### src/hw/rtl/obm_pkg.sv
package obm_pkg;

    localparam int TABLE_SLOTS_DEF = 256;

    localparam int KEY_W   = 32;
    localparam int OFF_W   = 32;
    localparam int TAG_W   = 8;
    localparam int BYTES_W = 3;

    // Slave word: object_key, current_offset
    localparam int S_DATA_W  = KEY_W + OFF_W;
    localparam int S_KEY_LSB = 0;
    localparam int S_OFF_LSB = KEY_W;

    // Master word: needs_packing, tag_byte, ref_offset, ref_bytes, table_full
    localparam int M_FIELD_W = 1 + TAG_W + OFF_W + BYTES_W + 1;
    localparam int M_DATA_W  = ((M_FIELD_W + 7) / 8) * 8;
    localparam int M_PAD_W   = M_DATA_W - M_FIELD_W;
    localparam int M_NP_BIT  = 0;
    localparam int M_TAG_LSB = 1;
    localparam int M_OFF_LSB = M_TAG_LSB + TAG_W;
    localparam int M_BYT_LSB = M_OFF_LSB + OFF_W;
    localparam int M_FULL_BIT = M_BYT_LSB + BYTES_W;

    localparam logic [TAG_W-1:0] TAG_NONE  = 8'd0;
    localparam logic [TAG_W-1:0] TAG_SHORT = 8'd79;  // 'O'
    localparam logic [TAG_W-1:0] TAG_LONG  = 8'd81;  // 'Q'

    localparam logic [BYTES_W-1:0] BYTES_NONE  = 3'd0;
    localparam logic [BYTES_W-1:0] BYTES_SHORT = 3'd2;
    localparam logic [BYTES_W-1:0] BYTES_LONG  = 3'd4;

    localparam logic [OFF_W-1:0] SHORT_LIMIT = 32'h0000_FFFF;

    // Control part of the probe token that walks the cell row
    typedef struct packed {
        logic vld;    // token present in this stage
        logic found;  // a candidate slot has been seen
        logic wrap;   // candidate lies below the start slot
        logic match;  // candidate holds the key (else it is free)
    } tok_ctl_t;

endpackage

### src/hw/rtl/obm_cell.sv
module obm_cell
    import obm_pkg::*;
#(
    parameter int IDX_W    = 8,
    parameter int CELL_IDX = 0
)
(
    input  logic             clk,
    input  logic             rst_n,
    input  logic [KEY_W-1:0] key,
    input  logic [IDX_W-1:0] hash,
    input  tok_ctl_t         ctl_in,
    input  logic [IDX_W-1:0] idx_in,
    input  logic [OFF_W-1:0] off_in,
    output tok_ctl_t         ctl_out,
    output logic [IDX_W-1:0] idx_out,
    output logic [OFF_W-1:0] off_out,
    input  logic             wr_en,
    input  logic [IDX_W-1:0] wr_idx,
    input  logic [KEY_W-1:0] wr_key,
    input  logic [OFF_W-1:0] wr_off
);

    localparam logic [IDX_W-1:0] MY_IDX = IDX_W'(CELL_IDX);

    logic             slot_valid_reg;
    logic [KEY_W-1:0] slot_key_reg;
    logic [OFF_W-1:0] slot_off_reg;

    tok_ctl_t         ctl_reg, ctl_next;
    logic [IDX_W-1:0] idx_reg, idx_next;
    logic [OFF_W-1:0] off_reg, off_next;

    logic hit;
    logic take;
    logic wr_sel;

    // A free slot or a slot with the key ends the probe here
    assign hit  = !slot_valid_reg || (slot_key_reg == key);
    // Take the first hit; a hit at or above the start slot beats a wrapped one
    assign take = ctl_in.vld && hit &&
                  (!ctl_in.found || (ctl_in.wrap && (MY_IDX >= hash)));

    always_comb
    begin
        ctl_next = ctl_in;
        idx_next = idx_in;
        off_next = off_in;
        if (take)
        begin
            ctl_next.found = 1'b1;
            ctl_next.wrap  = (MY_IDX < hash);
            ctl_next.match = slot_valid_reg;
            idx_next       = MY_IDX;
            off_next       = slot_off_reg;
        end
    end

    always_ff @(posedge clk or negedge rst_n)
    begin
        if (!rst_n)
        begin
            ctl_reg <= '0;
        end
        else
        begin
            ctl_reg <= ctl_next;
        end
    end

    always_ff @(posedge clk)
    begin
        idx_reg <= idx_next;
        off_reg <= off_next;
    end

    assign wr_sel = wr_en && (wr_idx == MY_IDX);

    always_ff @(posedge clk or negedge rst_n)
    begin
        if (!rst_n)
        begin
            slot_valid_reg <= 1'b0;
        end
        else if (wr_sel)
        begin
            slot_valid_reg <= 1'b1;
        end
    end

    always_ff @(posedge clk)
    begin
        if (wr_sel)
        begin
            slot_key_reg <= wr_key;
            slot_off_reg <= wr_off;
        end
    end

    assign ctl_out = ctl_reg;
    assign idx_out = idx_reg;
    assign off_out = off_reg;

endmodule

### config.mk
export PLATFORM = sky130hd
export DESIGN_NAME = obm_cell
export DESIGN_NICKNAME = d
export VERILOG_FILES = /design/src/hw/rtl/obm_pkg.sv /design/src/hw/rtl/obm_cell.sv
export SDC_FILE = /design/constraint.sdc
export NUM_CORES = 1
export LEC_CHECK = 0
export ABC_AREA = 0
export BUFFER_PORTS_ARGS = -buffer_cell sky130_fd_sc_hd__buf_4
export CAP_MARGIN = 25
export CORE_MARGIN = 8
export CORE_UTILIZATION = 35
export DETAILED_ROUTE_END_ITERATION = 10
export PLACE_DENSITY = 0.74
export SLEW_MARGIN = 15
export SYNTH_ARGS = -nofsm -noshare
export SYNTH_HDL_FRONTEND = slang
export SYNTH_SLANG_ARGS = --single-unit
### constraint.sdc
create_clock -name clk -period 2.2 [get_ports clk]
set_input_delay 0 -clock clk [delete_from_list [all_inputs] [get_ports clk]]
set_output_delay 0 -clock clk [all_outputs]
set_load 0.01 [all_outputs]
* Word level (Yosys, flattened, before mapping)
Index checks and enable logic that the tools add are counted.
** Storage, ports and cells
- Flip-flop bits (word level) :: 109
- Memories :: 0
- Input bits :: 159
- ROM bits :: 0
- Memory bits (writable) :: 0
- Output and inout port bits :: 44
- Latch bits :: 0
- Word-level logic and storage cells :: 23
** Operators by class
- Eq/ne operators :: 1
- Mux-type cells :: 2
- Shift operators :: 0
- Reduce and logical (&&, ||, !) cells :: 9
- Multipliers :: 0
- Divide/modulo/power cells :: 0
- Bitwise logic cells :: 0
- $add $sub $neg :: 0
- $lt $le $gt $ge :: 2
** Operator list (count)
- $eq 32x32->1 :: 1
- $mux 32 :: 1
- $ge 1x8->1 const A :: 1
- $logic_not 8->1 :: 1
- $lt 1x8->1 const A :: 1
- $logic_and 1x1->1 :: 4
- $mux 3 :: 1
- $logic_not 1->1 :: 2
- $logic_or 1x1->1 :: 2

* Longest topological paths before layout
- Word-level depth :: 5
- Gate-level depth with buffers :: 7
- Mapped depth without buffers :: 5

* Least setup slack after synthesis
No wires, ideal clock.
- Kind :: in2reg
- Start :: input port wr_idx[2]
- End :: register slot_key_reg[0], enable pin
- Data arrival time :: 1874 ps
- Required time :: 1770 ps
- Library setup time :: 430 ps
- Setup slack :: -104 ps
- Stages :: 2
- Buffers on the path :: 0
- Cells stage by stage :: nor4_1 > and4b_1
** Between the ends
- Longest elaborated chain between the ends :: 2
** RTL lines
- from (decl) :: line obm_cell.sv:19 : input logic [IDX_W-1:0] wr_idx,
- $logic_not 8->1 :: line obm_cell.sv:77 : assign wr_sel = wr_en && (wr_idx == MY_IDX);
- $logic_and 1x1->1 :: line obm_cell.sv:77
- via wr_sel :: line obm_cell.sv:36 : logic wr_sel;
- to (signal assigned) :: line obm_cell.sv:95 : slot_key_reg <= wr_key;
- to (decl) :: line obm_cell.sv:27 : logic [KEY_W-1:0] slot_key_reg;
The timed path passes the listed nets, and every way through them passes these cells.
A chain may end at the register's enable or synchronous reset.

* Final worst setup path
- Start :: register slot_key_reg[10]
- End :: register idx_reg[5] (netlist: idx_out[5])
** Between the ends
- Longest elaborated chain between the ends :: 4
** RTL lines
- $eq 32x32->1 :: line obm_cell.sv:39 : assign hit = !slot_valid_reg || (slot_key_reg == key);
- $logic_or 1x1->1 :: line obm_cell.sv:39
- $logic_and 1x1->1 (2 in series) :: line obm_cell.sv:41 : assign take = ctl_in.vld && hit &&
- to (signal assigned) :: line obm_cell.sv:73 : idx_reg <= idx_next;
- to (decl) :: line obm_cell.sv:31 : logic [IDX_W-1:0] idx_reg, idx_next;
Every way passes these cells.

==> metrics.md <==
| Metric | Value |
|---|---|
| DRC | 0 |
| WS Path Type | reg2reg |
| Count of cell types in the netlist | 28 |
| Vias per inst | 5.04 |
| Pre-antenna DRT Iters | 5 |
| Clock-pin slew on the worst setup and hold paths | 0.07 ns |
| Transition time of the tightest slew-check pin | 0.649 ns |
| Fin Clk Skew | 0.00743 ns |
| Port bufs | a little over 200 |
| Startpoint types | flop |
| Mapped Cells | 373 |
| Synth warn | 0 |
| Req. time, crit path | 2.41 ns |
| Grt ovf | 0 |
| Power Density | 597 nW/um2 |
| Relative slew slack | between 50% and 60% |
| Status | finished clean |
| Detail Route Antenna Nets | 0 |
| VDD IR max | 0.384 mV |
| GPL Wtd Cong | 0.751 |
| RSZ-0062 raised after global routing | false |
| Die height | between 100 and 150 um |
| FFs w/ async S/R, synth | 4.59% |
| CTS root buf | clkbuf_16 |
| Clock buffer depth | 2 |
| CTS Hold Bufs | 110 |
| Core footprint | 13100 um2 |
| Final nets | 831 |
| Final hold slack | around 0.11 ns |
| Clk_lat worst skew | about 0.35 ns |
| CP Max Fanout | 34 |
| Layout cell share with drive strength beyond 1 | 35.2% |
| Initial core utilization | between 30% and 40% |
| Area Overhead vs Synth | 67.9% |
| Tmin final | 1.98 ns |
| Crit path arrival time | 2.19 ns |
| Seq cells post-synth | 109 |
| First-pass GRT wire length | 22700 um |
| Hold path start | hash[3] |
| Fin. max-slew vios | 0 |
| Dominant cell by count in the synthesized netlist | nand4_1 |
| Aggregate global-route resource usage | 17.4% |
| Syn Area/Cell | ~12 um2 |
| Critical Path End Type | flop |
| Initial antenna violation count | 1 |
| Final Hold Viols | 0 |
| Reg area | approximately 2800 um2 |
| CTS Buf Count | 9 |
| Area contributors post-synth | edfxtp_1, dfxtp_1, nand4_1, xor2_1, o211ai_1 |
| Via count | roughly 4300 |
| Vias in the first global route | 4657 |
| Post-DP HPWL | 9330 um |
| Clock Sinks | 109 |
| Setup bufs post-CTS | 0 |
| Setup violators final | 0 |
| Largest net degree at the start of global routing | 66 |
| Setup TNS | 0 ns |
| Syn Std Cell Area | 4620 um2 |
| CTS tree | done |
| Worst Setup SP | slot_key_reg[10] |
| Iter 0 DRT Violations | between 300 and 400 |
| WL final | 14900 um |
| IO Pins | 203 |
| Die Span X | between 100 and 150 um |
| Most common flop cell mapped by yosys | edfxtp_1 |
| Leakage | roughly 3.1 nW |
| FMAX | 506 MHz |
| Seq/Total Area, Yosys | 61.7% |
| Rows | 42 |
| Wire per inst | 17.4 um |
| Max_cap viols | 0 |
| R2R Path Start | slot_key_reg[10] |
| Min-Delay Path Class | in2reg |
| PostCTS Resize Cnt | 0 |
| Post-layout util | between 50% and 60% |
| Post-DP Area | 6330 um2 |
| CTS H-tree lvls | 3 |
| Fill cells | 978 |
| Final instance area | 7750 um2 |
| Final period util | 89.9% |
| Synth area leader | edfxtp_1 |
| Syn Nets | 532 |
| Post-synth top area share | 41.6% |
| Synth cell count leaders | nand4_1, edfxtp_1, dfxtp_1, nand3_1 |
| Post-synth EDFFs | 64 |
| Die area | between 15000 and 20000 um2 |
| Area of the multi-input gates | between 1500 and 2000 um2 |
worst max-delay path, cell delays in order, from the launching register on:
cell and delay (ns):
edfxtp_1 0.38, xor2_1 0.16, nor4_2 0.34, nand4_1 0.13, buf_4 0.27, o21ai_2 0.40, a21boi_1 0.14
final cells by class:
type	instances	area share (%)
Antenna cell	2	0.0646
Clock buffer	15	3.86
Clock inverter	1	0.113
Inverter	2	0.0969
Multi-Input combinational cell	230	20.9
Sequential cell	109	36.8
Tap cell	176	2.84
Timing Repair Buffer	320	35.4
where the power goes:
group | internal [mW] | switching [mW] | total (mW) | leakage, nW
Combinational | 0.463 | 0.282 | 0.744 | 1.97
Clock | 0.936 | 0.704 | 1.64 | 0.152
Sequential | 2.22 | 0.0218 | 2.24 | 0.971
Total | 3.62 | 1.01 | 4.63 | 3.09
metrics by stage:
step,cells,power (mW),setup WS (ns)
finish,855,4.63,0.222
global route,854,4.82,0.0737
CTS,853,4.67,0.246
detailed placement,727,2.86,0.243
global placement,727,2.84,0.300
floorplan,373,2.49,0.534
kinds of logic after synthesis:
logic type | Yosys count | synth area share [%]
AOI/OAI and AO/OA | 47 | 7.78
xor gates and xnor gates | 32 | 6.07
buffers and inverters | 34 | 3.44
DFF | 109 | 61.7
and+or+nand+nor | 151 | 21.0
layer usage:
metal  share of wire, %  global-route usage, %
met5                  0                      0
met3                8.7                   5.64
met1                 36                   17.3
met2                 52                   31.9
met4                2.8                   8.71
path summary, 6_finish.rpt:
path | endpoint | slack, ns | cells past startpoint
max in group asynchronous | ctl_out[3] | 1.40 | 3
min in group asynchronous | ctl_out[2] | 0.60 | 3
hold / removal | ctl_out[1] | 0.11 | 5
hold reg to reg | off_out[20] | 0.53 | 2
setup / recovery | idx_out[5] | 0.22 | 6
setup reg to reg | idx_out[5] | 0.22 | 6
placed cells by master, fill, tap and decap left out, types with 2 or more instances in the layout:
| cell | synthesis | final |
|---|---|---|
| a21boi_1 | 8 | 8 |
| o211ai_1 | 32 | 32 |
| dlygate4sd3_1 | 0 | 110 |
| nor3_1 | 3 | 3 |
| and4_1 | 2 | 2 |
| diode_2 | 0 | 2 |
| nand2b_1 | 32 | 32 |
| nand3_1 | 34 | 34 |
| edfxtp_1 | 64 | 64 |
| nor4_2 | 10 | 10 |
| clkbuf_1 | 17 | 2 |
| buf_12 | 0 | 5 |
| xor2_1 | 32 | 32 |
| buf_4 | 5 | 205 |
| nand4_1 | 66 | 66 |
| clkbuf_16 | 0 | 10 |
| dfrtp_1 | 5 | 5 |
| dfxtp_1 | 40 | 40 |
| clkbuf_8 | 0 | 3 |
(Power assumes the default switching activity.)
